## src/picl_pkg.sv

```systemverilog
// Shared types and constants for the PI current loop with built-in current test.
// Holds command and register codes, sequencer states and fixed arithmetic constants.
// No dependencies.
`timescale 1ns / 1ps
`default_nettype none

package picl_pkg;

  localparam int unsigned TEST_LENGTH_DEF = 100;
  localparam int unsigned INTEG_WIDTH_DEF = 32;

  localparam int unsigned GAIN_W = 16;

  typedef enum logic [2:0] {
    CMD_IDLE  = 3'd0,
    CMD_PWM   = 3'd1,
    CMD_TEST  = 3'd2,
    CMD_HOLD  = 3'd3,
    CMD_TRACK = 3'd4
  } cmd_e;

  typedef enum logic [1:0] {
    REG_PWM    = 2'd0,
    REG_KP     = 2'd1,
    REG_KI     = 2'd2,
    REG_PERIOD = 2'd3
  } reg_e;

  typedef enum logic [7:0] {
    S_IDLE  = 8'b0000_0001,
    S_INTEG = 8'b0000_0010,
    S_PREP  = 8'b0000_0100,
    S_MUL   = 8'b0000_1000,
    S_ROUND = 8'b0001_0000,
    S_SCALE = 8'b0010_0000,
    S_RECIP = 8'b0100_0000,
    S_OUT   = 8'b1000_0000
  } state_e;

  localparam logic [15:0]       PERIOD_RESET = 16'd4000;
  localparam logic signed [8:0] REF_HIGH     = 9'sd200;
  localparam logic signed [8:0] REF_LOW      = -9'sd200;
  localparam logic signed [7:0] PCT_MAX      = 8'sd100;
  localparam logic signed [7:0] PCT_MIN      = -8'sd100;

  // q = (p * RECIP_100) >> RECIP_SHIFT equals p / 100 for every p below 2^23
  localparam int unsigned RECIP_SHIFT = 30;
  localparam logic [23:0] RECIP_100   = 24'd10737419;

endpackage

`default_nettype wire

```

## src/pi_current_loop_with_test_core.sv

```systemverilog
// PI current loop core: idle brake, direct pwm drive and square-wave current test.
// Uses picl_pkg for codes, states and constants. Single module, no submodules.
// A test tick passes integrator, prepare, 16-step shared shift-add multiplier, rounding
// and scaling states before its result; pwm ticks only scale, other ticks go straight to
// the output; ready only in idle state, so a new tick waits for the last result.
// Reset: compare 0, direction 1, test count 0, reference +200, integrator 0,
// registers to pwm 0, gains 0, period 4000; no clearing pass.
`timescale 1ns / 1ps
`default_nettype none

module pi_current_loop_with_test_core #(
  parameter int unsigned TEST_LENGTH      = picl_pkg::TEST_LENGTH_DEF,
  parameter int unsigned INTEGRATOR_WIDTH = picl_pkg::INTEG_WIDTH_DEF
) (
  input  wire logic               clk_i,
  input  wire logic               rst_ni,
  // register write port
  input  wire logic               cfg_we_i,
  input  wire logic [1:0]         cfg_index_i,
  input  wire logic [15:0]        cfg_wdata_i,
  // tick input
  input  wire logic               in_valid_i,
  output logic                    in_ready_o,
  input  wire logic [2:0]         command_i,
  input  wire logic signed [11:0] current_ma_i,
  // result output
  output logic                    out_valid_o,
  input  wire logic               out_ready_i,
  output logic [15:0]             compare_value_o,
  output logic                    direction_o,
  output logic signed [8:0]       reference_ma_o,
  output logic [6:0]              sample_index_o,
  output logic                    sample_valid_o,
  output logic                    test_done_o
);

  localparam int unsigned CntW = $clog2(TEST_LENGTH);
  localparam int unsigned IW   = INTEGRATOR_WIDTH;
  localparam int unsigned ErrW = 13;
  // Kp*err + Ki*sum fits in IW+16 signed bits; one extra bit of headroom
  localparam int unsigned AccW = IW + 17;
  localparam int unsigned UW   = AccW - 8;

  localparam logic [CntW-1:0] C_Q1   = CntW'(TEST_LENGTH / 4 - 1);
  localparam logic [CntW-1:0] C_HALF = CntW'(TEST_LENGTH / 2 - 1);
  localparam logic [CntW-1:0] C_Q3   = CntW'((3 * TEST_LENGTH) / 4 - 1);
  localparam logic [CntW-1:0] C_LAST = CntW'(TEST_LENGTH - 1);

  localparam logic signed [IW-1:0] IMAX = {1'b0, {(IW - 1){1'b1}}};
  localparam logic signed [IW-1:0] IMIN = {1'b1, {(IW - 1){1'b0}}};
  localparam logic signed [UW-1:0] U_MAX = UW'(100);
  localparam logic signed [UW-1:0] U_MIN = -UW'(100);
  localparam logic [3:0] BIT_LAST = 4'(picl_pkg::GAIN_W - 1);

  // ---------------------------------------------------------------------------
  // Configuration registers: plain write port; to be written only while idle (not enforced).
  // ---------------------------------------------------------------------------
  logic signed [7:0]  pwm_q;
  logic signed [15:0] kp_q;
  logic signed [15:0] ki_q;
  logic [15:0]        period_q;

  always_ff @(posedge clk_i or negedge rst_ni) begin
    if (!rst_ni) begin
      pwm_q    <= '0;
      kp_q     <= '0;
      ki_q     <= '0;
      period_q <= picl_pkg::PERIOD_RESET;
    end else if (cfg_we_i) begin
      unique case (picl_pkg::reg_e'(cfg_index_i))
        picl_pkg::REG_PWM:    pwm_q    <= cfg_wdata_i[7:0];
        picl_pkg::REG_KP:     kp_q     <= cfg_wdata_i;
        picl_pkg::REG_KI:     ki_q     <= cfg_wdata_i;
        picl_pkg::REG_PERIOD: period_q <= cfg_wdata_i;
      endcase
    end
  end

  // ---------------------------------------------------------------------------
  // Sequencer and datapath registers
  // ---------------------------------------------------------------------------
  picl_pkg::state_e state_q, state_d;

  // loop state kept across ticks
  logic [CntW-1:0]     cnt_q, cnt_d;
  logic signed [8:0]   ref_q, ref_d;
  logic signed [IW-1:0] sum_q, sum_d;
  logic [15:0]         compare_q, compare_d;
  logic                dir_q, dir_d;

  // per-tick working registers
  logic signed [ErrW-1:0] err_q, err_d;
  logic signed [AccW-1:0] acc_q, acc_d;
  logic signed [AccW-1:0] e_sh_q, e_sh_d;
  logic signed [AccW-1:0] s_sh_q, s_sh_d;
  logic signed [AccW-1:0] es_sh_q, es_sh_d;
  logic [3:0]             bit_q, bit_d;
  logic signed [7:0]      pct_q, pct_d;
  logic [22:0]            prod_q, prod_d;

  // per-tick result side fields
  logic signed [8:0] item_ref_q, item_ref_d;
  logic [6:0]        item_idx_q, item_idx_d;
  logic              item_valid_q, item_valid_d;
  logic              item_done_q, item_done_d;

  // output register
  logic              out_valid_q, out_valid_d;
  logic [15:0]       out_cmp_q;
  logic              out_dir_q;
  logic signed [8:0] out_ref_q;
  logic [6:0]        out_idx_q;
  logic              out_svalid_q;
  logic              out_done_q;

  logic in_beat;
  logic out_free;

  assign in_ready_o = (state_q == picl_pkg::S_IDLE);
  assign in_beat    = in_valid_i && in_ready_o;
  // output stage can take a new result when empty or being drained this cycle
  assign out_free   = !out_valid_q || out_ready_i;

  // ---------------------------------------------------------------------------
  // Test sequencing: square wave over TEST_LENGTH ticks, count wraps on the last.
  // ---------------------------------------------------------------------------
  logic [CntW-1:0]     cnt_next;
  logic signed [8:0]   ref_next;
  logic                done_next;
  logic [CntW+6:0]     idx_ext;
  logic signed [ErrW-1:0] err_now;
  logic signed [7:0]   pwm_clamped;

  always_comb begin
    cnt_next  = cnt_q + 1'b1;
    ref_next  = ref_q;
    done_next = 1'b0;
    priority if (cnt_q == '0) begin
      ref_next = picl_pkg::REF_HIGH;
    end else if (cnt_q == C_Q1) begin
      ref_next = picl_pkg::REF_LOW;
    end else if (cnt_q == C_HALF) begin
      ref_next = picl_pkg::REF_HIGH;
    end else if (cnt_q == C_Q3) begin
      ref_next = picl_pkg::REF_LOW;
    end else if (cnt_q >= C_LAST) begin
      // last sample: keep reference, wrap and flag the end of the test
      cnt_next  = '0;
      done_next = 1'b1;
    end else begin
      ref_next = ref_q;
    end
  end

  // sample index is the updated count, trimmed or padded to seven bits
  assign idx_ext = {7'b0, cnt_next};
  assign err_now = ErrW'(ref_next) - ErrW'(current_ma_i);

  assign pwm_clamped = (pwm_q > picl_pkg::PCT_MAX) ? picl_pkg::PCT_MAX :
                       (pwm_q < picl_pkg::PCT_MIN) ? picl_pkg::PCT_MIN : pwm_q;

  // ---------------------------------------------------------------------------
  // Arithmetic for the individual steps
  // ---------------------------------------------------------------------------
  logic signed [IW:0]     sum_wide;
  logic signed [IW-1:0]   sum_sat;
  logic signed [AccW-1:0] term;
  logic signed [AccW-1:0] acc_adj;
  logic signed [UW-1:0]   u_raw;
  logic signed [7:0]      u_clamped;
  logic [6:0]             duty;
  logic [46:0]            recip_prod;

  // saturating integrator add
  assign sum_wide = (IW + 1)'(sum_q) + (IW + 1)'(err_q);
  assign sum_sat  = (sum_wide > (IW + 1)'(IMAX)) ? IMAX :
                    (sum_wide < (IW + 1)'(IMIN)) ? IMIN : IW'(sum_wide);

  // shift-add multiplier: one gain bit of each gain per step, MSB weighs negative
  always_comb begin
    unique case ({kp_q[bit_q], ki_q[bit_q]})
      2'b00:   term = '0;
      2'b10:   term = e_sh_q;
      2'b01:   term = s_sh_q;
      default: term = es_sh_q;
    endcase
  end

  // divide by 256 truncating toward zero, then clamp to the percent range
  assign acc_adj   = acc_q[AccW-1] ? acc_q + AccW'(255) : acc_q;
  assign u_raw     = acc_adj[AccW-1:8];
  assign u_clamped = (u_raw > U_MAX) ? picl_pkg::PCT_MAX :
                     (u_raw < U_MIN) ? picl_pkg::PCT_MIN : 8'(u_raw);

  assign duty       = pct_q[7] ? 7'(-pct_q) : 7'(pct_q);
  assign recip_prod = {24'b0, prod_q} * {23'b0, picl_pkg::RECIP_100};

  // ---------------------------------------------------------------------------
  // Next-state logic
  // ---------------------------------------------------------------------------
  always_comb begin
    state_d      = state_q;
    cnt_d        = cnt_q;
    ref_d        = ref_q;
    sum_d        = sum_q;
    compare_d    = compare_q;
    dir_d        = dir_q;
    err_d        = err_q;
    acc_d        = acc_q;
    e_sh_d       = e_sh_q;
    s_sh_d       = s_sh_q;
    es_sh_d      = es_sh_q;
    bit_d        = bit_q;
    pct_d        = pct_q;
    prod_d       = prod_q;
    item_ref_d   = item_ref_q;
    item_idx_d   = item_idx_q;
    item_valid_d = item_valid_q;
    item_done_d  = item_done_q;
    out_valid_d  = out_valid_q && !out_ready_i;

    unique case (state_q)
      picl_pkg::S_IDLE: begin
        if (in_beat) begin
          item_ref_d   = '0;
          item_idx_d   = '0;
          item_valid_d = 1'b0;
          item_done_d  = 1'b0;
          state_d      = picl_pkg::S_OUT;
          unique case (command_i)
            picl_pkg::CMD_IDLE: begin
              // brake: compare to zero, direction holds
              compare_d = '0;
            end
            picl_pkg::CMD_PWM: begin
              pct_d   = pwm_clamped;
              state_d = picl_pkg::S_SCALE;
            end
            picl_pkg::CMD_TEST: begin
              cnt_d        = cnt_next;
              ref_d        = ref_next;
              err_d        = err_now;
              item_ref_d   = ref_next;
              item_idx_d   = idx_ext[6:0];
              item_valid_d = 1'b1;
              item_done_d  = done_next;
              state_d      = picl_pkg::S_INTEG;
            end
            default: begin
              // hold, track and unused codes keep the loop state as is
            end
          endcase
        end
      end

      picl_pkg::S_INTEG: begin
        sum_d   = sum_sat;
        e_sh_d  = AccW'(err_q);
        s_sh_d  = AccW'(sum_sat);
        state_d = picl_pkg::S_PREP;
      end

      picl_pkg::S_PREP: begin
        es_sh_d = e_sh_q + s_sh_q;
        acc_d   = '0;
        bit_d   = '0;
        state_d = picl_pkg::S_MUL;
      end

      picl_pkg::S_MUL: begin
        acc_d   = (bit_q == BIT_LAST) ? acc_q - term : acc_q + term;
        e_sh_d  = e_sh_q <<< 1;
        s_sh_d  = s_sh_q <<< 1;
        es_sh_d = es_sh_q <<< 1;
        bit_d   = bit_q + 1'b1;
        if (bit_q == BIT_LAST) begin
          state_d = picl_pkg::S_ROUND;
        end
      end

      picl_pkg::S_ROUND: begin
        pct_d   = u_clamped;
        state_d = picl_pkg::S_SCALE;
      end

      picl_pkg::S_SCALE: begin
        dir_d   = pct_q[7];
        prod_d  = {16'b0, duty} * {7'b0, period_q};
        state_d = picl_pkg::S_RECIP;
      end

      picl_pkg::S_RECIP: begin
        compare_d = recip_prod[picl_pkg::RECIP_SHIFT +: 16];
        state_d   = picl_pkg::S_OUT;
      end

      picl_pkg::S_OUT: begin
        if (out_free) begin
          out_valid_d = 1'b1;
          state_d     = picl_pkg::S_IDLE;
        end
      end

      default: state_d = picl_pkg::S_IDLE;
    endcase
  end

  // ---------------------------------------------------------------------------
  // Registers
  // ---------------------------------------------------------------------------
  always_ff @(posedge clk_i or negedge rst_ni) begin
    if (!rst_ni) begin
      state_q     <= picl_pkg::S_IDLE;
      cnt_q       <= '0;
      ref_q       <= picl_pkg::REF_HIGH;
      sum_q       <= '0;
      compare_q   <= '0;
      dir_q       <= 1'b1;
      bit_q       <= '0;
      out_valid_q <= 1'b0;
    end else begin
      state_q     <= state_d;
      cnt_q       <= cnt_d;
      ref_q       <= ref_d;
      sum_q       <= sum_d;
      compare_q   <= compare_d;
      dir_q       <= dir_d;
      bit_q       <= bit_d;
      out_valid_q <= out_valid_d;
    end
  end

  always_ff @(posedge clk_i) begin
    err_q        <= err_d;
    acc_q        <= acc_d;
    e_sh_q       <= e_sh_d;
    s_sh_q       <= s_sh_d;
    es_sh_q      <= es_sh_d;
    pct_q        <= pct_d;
    prod_q       <= prod_d;
    item_ref_q   <= item_ref_d;
    item_idx_q   <= item_idx_d;
    item_valid_q <= item_valid_d;
    item_done_q  <= item_done_d;
    // load the output beat when the result leaves the sequencer
    if (state_q == picl_pkg::S_OUT && out_free) begin
      out_cmp_q    <= compare_q;
      out_dir_q    <= dir_q;
      out_ref_q    <= item_ref_q;
      out_idx_q    <= item_idx_q;
      out_svalid_q <= item_valid_q;
      out_done_q   <= item_done_q;
    end
  end

  assign out_valid_o     = out_valid_q;
  assign compare_value_o = out_cmp_q;
  assign direction_o     = out_dir_q;
  assign reference_ma_o  = out_ref_q;
  assign sample_index_o  = out_idx_q;
  assign sample_valid_o  = out_svalid_q;
  assign test_done_o     = out_done_q;

  // ---------------------------------------------------------------------------
  // Assertions
  // ---------------------------------------------------------------------------
  a_count_range: assert property (@(posedge clk_i) disable iff (!rst_ni)
    cnt_q <= C_LAST)
    else $error("test count beyond test length");

  a_test_enters_integ: assert property (@(posedge clk_i) disable iff (!rst_ni)
    (in_beat && command_i == picl_pkg::CMD_TEST) |=> state_q == picl_pkg::S_INTEG)
    else $error("test beat did not start the integrator step");

  a_mul_ends: assert property (@(posedge clk_i) disable iff (!rst_ni)
    (state_q == picl_pkg::S_MUL && bit_q == BIT_LAST) |=> state_q == picl_pkg::S_ROUND)
    else $error("multiplier did not stop after the last gain bit");

  a_sample_ref: assert property (@(posedge clk_i) disable iff (!rst_ni)
    (out_valid_o && sample_valid_o) |->
      (reference_ma_o == picl_pkg::REF_HIGH || reference_ma_o == picl_pkg::REF_LOW))
    else $error("test sample with reference other than plus or minus 200");

endmodule

`default_nettype wire
```

## config.mk

```make
export PLATFORM = sky130hd
export DESIGN_NAME = pi_current_loop_with_test_core
export DESIGN_NICKNAME = d
export VERILOG_FILES = /design/src/picl_pkg.sv /design/src/pi_current_loop_with_test_core.sv
export SDC_FILE = /design/constraint.sdc
export NUM_CORES = 2
export LEC_CHECK = 0
export BUFFER_PORTS_ARGS = -buffer_cell sky130_fd_sc_hd__buf_2
export CORE_MARGIN = 5
export CORE_UTILIZATION = 50
export CTS_CLUSTER_SIZE = 30
export DETAILED_ROUTE_END_ITERATION = 8
export GPL_TIMING_DRIVEN = 0
export PLACE_DENSITY_LB_ADDON = 0.12
export SYNTH_ARGS = -nofsm -noshare
export SYNTH_HDL_FRONTEND = slang
export SYNTH_SLANG_ARGS = --single-unit
```

## constraint.sdc

```tcl
create_clock -name clk_i -period 10.1 [get_ports clk_i]
set_input_delay 0.505 -clock clk_i [delete_from_list [all_inputs] [get_ports clk_i]]
set_output_delay 0.505 -clock clk_i [all_outputs]
set_load 0.01 [all_outputs]
```

Word level (Yosys, flattened, before mapping)
Cells that the tools add are included.
{ "totals": {"register_bits": 427, "latchBits": 0, "ramBits": 0, "romBits": 0, "in_bits": 38, "out_inout_bits": 37, "wordCells": 140, "n_memories": 0} }
{ "op_classes": {"addsub": 9, "multipliers": 2, "div_mod_pow": 0, "n_lt_le_gt_ge": 8, "n_eq_ne": 24, "shift": 0, "mux": 43, "bitwise": 1, "n_reduce_logical": 24} }
{ "op_table": {"columns": ["op", "count"], "rows": [
  ["$pmux W49 S2", 4],
  ["$pmux W49 S3", 1],
  ["$add A49 B49 Y49", 2],
  ["$mux W49", 2],
  ["$mux W8", 9],
  ["$mux W32", 2],
  ["$pmux W8 S8", 1],
  ["$add A49 B9 Y49 const B", 1],
  ["$sub A49 B49 Y49", 1],
  ["$mul A23 B24 Y46 const B", 1],
  ["$mux W7", 6],
  ["$gt A41 B8 Y1 const B", 1],
  ["$lt A41 B8 Y1 const B", 1],
  ["$mux W9", 4],
  ["$add A32 B13 Y33", 1],
  ["$gt A33 B32 Y1 const B", 1],
  ["$lt A33 B32 Y1 const B", 1],
  ["$mux W16", 2],
  ["$pmux W16 S2", 1],
  ["$pmux W8 S2", 2],
  ["$mul A7 B16 Y23", 1],
  ["$sub A9 B12 Y13", 1],
  ["$reduce_and A3 Y1", 4],
  ["$reduce_and A2 Y1", 5],
  ["37 further kinds", 56]
]} }

Depth between registers and ports, before layout
{ "logic_depth": {"word_depth": 7, "mapped_depth": 36, "mapped_depth_nobuf": 30} }

Least setup slack after synthesis
OpenSTA, ideal clock, no wires.
{ "synth_path": {"path_kind": "register -> register", "start": "register bit_q[0]", "end": "register acc_q[46], data pin", "setup_time_ns": 0.266, "arrival_time_ns": 6.691, "required_time_ns": 9.834, "path_slack_ns": 3.143, "path_stages_with_launch": 35, "n_path_buf": 7, "synth_period_minus_slack_ns": 6.957, "path_cell_list": "dfrtp_1 -> buf_6 -> buf_8 -> mux4_2 -> mux2_2 -> mux2_2 -> buf_4 -> a21oi_2 -> buf_2 -> buf_1 -> clkbuf_1 -> clkbuf_1 -> a21o_1 -> inv_1 -> ha_1 -> o21ai_0 -> o21ai_0 -> and3_1 -> o311a_1 -> and2b_1 -> and3_1 -> nor2_1 -> xor2_1 -> ha_1 -> and3_1 -> a31oi_1 -> o21ai_0 -> o2111ai_1 -> nand4b_1 -> a221oi_1 -> o21bai_1 -> a21oi_1 -> o41ai_1 -> xnor2_1 -> nor2_1"} }
{ "synth_between": {"elab_chain_len": 7, "elab_cells_between_ends": 13, "cone_classes": "add/sub (2); eq/ne (3); mux (7); reduce/logical (1)"} }
{ "synth_rtl": {"columns": ["item", "line", "source"], "rows": [
  ["start, declared", "pi_current_loop_with_test_core.sv:97", "logic [3:0] bit_q, bit_d;"],
  ["start signal, assigned", "pi_current_loop_with_test_core.sv:328", "bit_q <= bit_d;"],
  ["$bmux W1 S4", "pi_current_loop_with_test_core.sv:181", "unique case ({kp_q[bit_q], ki_q[bit_q]})"],
  ["$mux W1 (implied by the code)", "pi_current_loop_with_test_core.sv:181", null],
  ["$eq A2 B1 Y1 (tied with other cells)", "pi_current_loop_with_test_core.sv:181", null],
  ["$pmux W49 S3", "pi_current_loop_with_test_core.sv:181", null],
  ["$add A49 B49 Y49 or $sub A49 B49 Y49 (tied branches)", "pi_current_loop_with_test_core.sv:271", "acc_d = (bit_q == BIT_LAST) ? acc_q - term : acc_q + term;"],
  ["$mux W49 (*)", "pi_current_loop_with_test_core.sv:271", null],
  ["$pmux W49 S2 (*)", "pi_current_loop_with_test_core.sv:222", "unique case (state_q)"],
  ["end signal, assigned", "pi_current_loop_with_test_core.sv:335", "acc_q <= acc_d;"],
  ["end, declared", "pi_current_loop_with_test_core.sv:93", "logic signed [AccW-1:0] acc_q, acc_d;"]
]} }
Every way passes the cells marked *; elsewhere a longest branch is shown, timed or not. The select of a mux whose other input is x is not followed.
A chain may end at the register's enable or synchronous reset.

Worst setup path in the final report
Same ends and word-level chain as after synthesis.

==> metrics.md <==
| Metric | Value |
|---|---|
| Worst vdd ir | `0.3923 mV` |
| Gpl congestion | `0.9602` |
| Starting DRT DRC Count | `2,198` |
| R2R depth | `34` |
| Syn-to-layout area delta | `9.255%` |
| Slew Limit Fails | `0` |
| Wire length per cell | `20.37 um` |
| Critical Path RT | `10.42 ns` |
| Placed Cells incl. Taps | `5,290` |
| Leakage Power | `19.51 nW` |
| R2R Setup Slk | `0.45 ns` |
| Initial antenna violation count | `0` |
| Core area | `0.07874 mm^2` |
| Worst Hold Class | `input pin to flop` |
| CP Class | `flop to flop` |
| Flop pwr share | `0.176` |
| Chip Width | `291.4 um` |
| Sequential share of the synthesized area | `0.3072` |
| Vias per inst | `5.721` |
| Post-synthesis net count | `4,895` |
| Post-route clock period utilization | `0.9552` |
| Net switching power | `6.533 mW` |
| Slew HR | `0.07920` |
| Drc violations | `0` |
| H-tree levels | `2` |
| Number of global-route vias before repair | `30,730` |
| Worst reg2reg endpoint | `acc_q[46]` |
| CP dominant cell by count | `a21oi_1` |
| Via Count | `30,830` |
| Post-DP HPWL | `87,640 um` |
| Switching power share of the total | `0.4638` |
| Internal power | `7.554 mW` |
| Final hold violation count | `0` |
| Drt pass-1 iters | `6` |
| Avg Cell Area, Syn | `9.517 um^2` |
| CTS tree | `built` |
| Worst-path maximum fanout | `10` |
| Gate power share | `0.683` |
| Worst path max stage delay | `0.59 ns` |
| Initial core utilization | `0.5029` |
| CTS Buf Count | `52` |
| Critical Path Start Type | `flop` |
| Mapped cell area | `0.03960 mm^2` |
| Fmax | `0.1036 GHz` |
| CP max stage cell | `clkbuf_1` |
| Clock power share | `0.141` |
| Die height | `291.4 um` |
| Non-Filler Instances | `5,390` |
| # IOs | `75` |
| Routed WL | `109,800 um` |
| Final Setup Violations | `0` |
| Number of synthesized flops with an enable pin | `293` |
| Number of synthesis warnings | `0` |
| TritonCTS Sinks | `427` |
| Overflow after GRT | `0` |
| Final net count | `5,030` |
| Crit end category | `flop` |
| Die footprint | `0.08493 mm^2` |
| Num rows | `103` |
| Final ANT Viol Nets | `0` |
| Post-CTS setup buffer count | `0` |
| Main synth FF type | `edfxtp_1` |
| Clock latency on the worst-skew pair | `0.61 ns` |
| Synthesized flop and latch total | `427` |
| RSZ-0062 raised after global routing | `false` |
| Largest net degree at the start of global routing | `73` |
| Max-cap violations | `0` |
| Fillcell total | `7,290` |
| Pwr dens | `325.6 mW/mm^2` |
| First-pass GRT wire length | `172,400 um` |
| Worst R2R Start | `bit_q[0]` |
| Status | `finished clean` |
| Minimum clock period | `9.648 ns` |
| Root buf cell | `clkbuf_16` |
| Total track usage | `0.2529` |
| Ys async rst share | `0.3138` |
| Worst-case clock buffer depth | `3` |
| Setup TNS | `0 ns` |
| Synthesized netlist cell count | `4,161` |
| Ant diodes | `0` |
| Crit path DAT | `9.97 ns` |
| Clock Skew | `0.02275 ns` |
| Number of distinct library cells after synthesis | `86` |
| Clock-pin slew on the worst setup and hold paths | `0.06 ns` |
| Port buffer count | `74` |
| Worst slew pin tran | `1.378 ns` |
| Critical Path Start | `bit_q[0]` |
| Setup crit end | `acc_q[46]` |
| Layout cells sized above 1 | `0.06452` |
through the flow:
stage | total power [mW] | hold WS [ns] | worst slack, ns | utilization | area, um^2
floorplan | 9.758 | 0.2094 | 3.143 | - | 39600
global placement | 12.01 | 0.4022 | 0.3754 | 0.5243 | 41280
detailed placement | 12.08 | 0.4045 | 0.4309 | 0.5261 | 41430
CTS | 14.18 | 0.1322 | 0.3826 | 0.5493 | 43250
global route | 15.47 | 0.1719 | 0.05485 | 0.5494 | 43260
finish | 14.09 | 0.1649 | 0.4521 | 0.5494 | 43260
synth_stat cells, drive strengths merged, types with 95 or more instances:
cell type / number / area [um^2]
inv: 476 / 1787
ha: 429 / 5368
nand2: 414 / 1554
a21oi: 329 / 1650
edfxtp: 293 / 8798
nor2: 282 / 1059
fa: 267 / 5345
o21ai: 220 / 1101
a21o: 155 / 1164
xnor2: 140 / 1226
dfrtp: 123 / 3078
clkbuf: 114 / 427.9
xor2: 95 / 832.1
power by group through the flow:
stage                     logic [mW]  clock network, mW  registers, mW
after global placement          9.49                  0           2.51
after CTS                       9.67               2.03           2.48
final                           9.62               1.99           2.48
after detailed placement        9.57                  0           2.51
after global routing            10.9               2.10           2.51
after floorplan                 7.31                  0           2.45
worst min path at each step:
stage	startpoint	to	slack, ns	depth (start not counted)
6_report	command_i[2]	state_q[5]	0.16	2
3_3_place_gp	item_idx_q[6]	sample_index_o[6]	0.40	0
4_1_cts	command_i[2]	state_q[5]	0.13	2
5_1_grt	command_i[2]	state_q[5]	0.17	2
2_1_floorplan	rst_ni	bit_q[0]	0.21	0
3_5_place_dp	item_ref_q[3]	reference_ma_o[3]	0.40	0
critical path: cells and delay by family, from the launching register on:
family | cells | cell delay [ns]
AO/OA/AOI/OAI | 14 | 3.65
buffers and inverters | 7 | 2.52
AND/OR/NAND/NOR | 8 | 1.70
adder cells (fa/ha/maj) | 2 | 0.60
flip-flops | 1 | 0.41
XOR/XNOR | 2 | 0.33
multiplexers | 1 | 0.13
registers in the layout, summed over array words and instances (netlist names), 23 cells and up:
name / cells
acc_q: 49
e_sh_q: 49
es_sh_q: 49
prod_q: 23
s_sh_q: 49
sum_q: 32
area by class of cell:
cell class              count  area (um^2)  share of cell area
plain buffers             132        521.8             0.01206
flip-flops and latches    427        12170              0.2812
well taps                1050         1314             0.03037
multi-input cells        3126        25150              0.5814
clock buffers              68         1443             0.03334
repair buffers             81        505.5             0.01168
clock inverters            30        372.9            0.008618
inverters                 476         1789             0.04136
cells in the final DEF (no fill, tap or decap), types with 140 or more instances in the layout:
cell	Yosys	layout
inv_1	475	474
ha_1	429	429
nand2_1	414	413
a21oi_1	328	328
edfxtp_1	293	293
nor2_1	282	282
fa_1	267	267
o21ai_0	218	218
a21o_1	155	155
xnor2_1	140	140
routing by layer:
layer | track usage | part of all wire | wire length (um)
met2 | 0.4348 | 0.48 | 53160
met1 | 0.3446 | 0.44 | 48170
met4 | 0.06234 | 0.026 | 2873
met5 | 0 | 0 | 0
met3 | 0.02930 | 0.051 | 5605
what timing repair did:
| item | CTS | global route |
|---|---|---|
| endpoints found under the hold margin | 59 | 0 |
| hold buffers | 1 | 0 |
| endpoints found under the setup margin | 0 | 3 |
| resized for setup | 0 | 2 |
cells by family after synthesis:
| logic type | after synthesis | synth area share |
|---|---|---|
| fa+ha+maj | 696 | 0.2705 |
| flops | 427 | 0.3072 |
| xor+xnor | 236 | 0.05255 |
| mux | 90 | 0.02619 |
| compound gates | 969 | 0.1512 |
| buf+inv | 608 | 0.05826 |
| simple gates | 1135 | 0.1341 |
(Power assumes the default switching activity.)
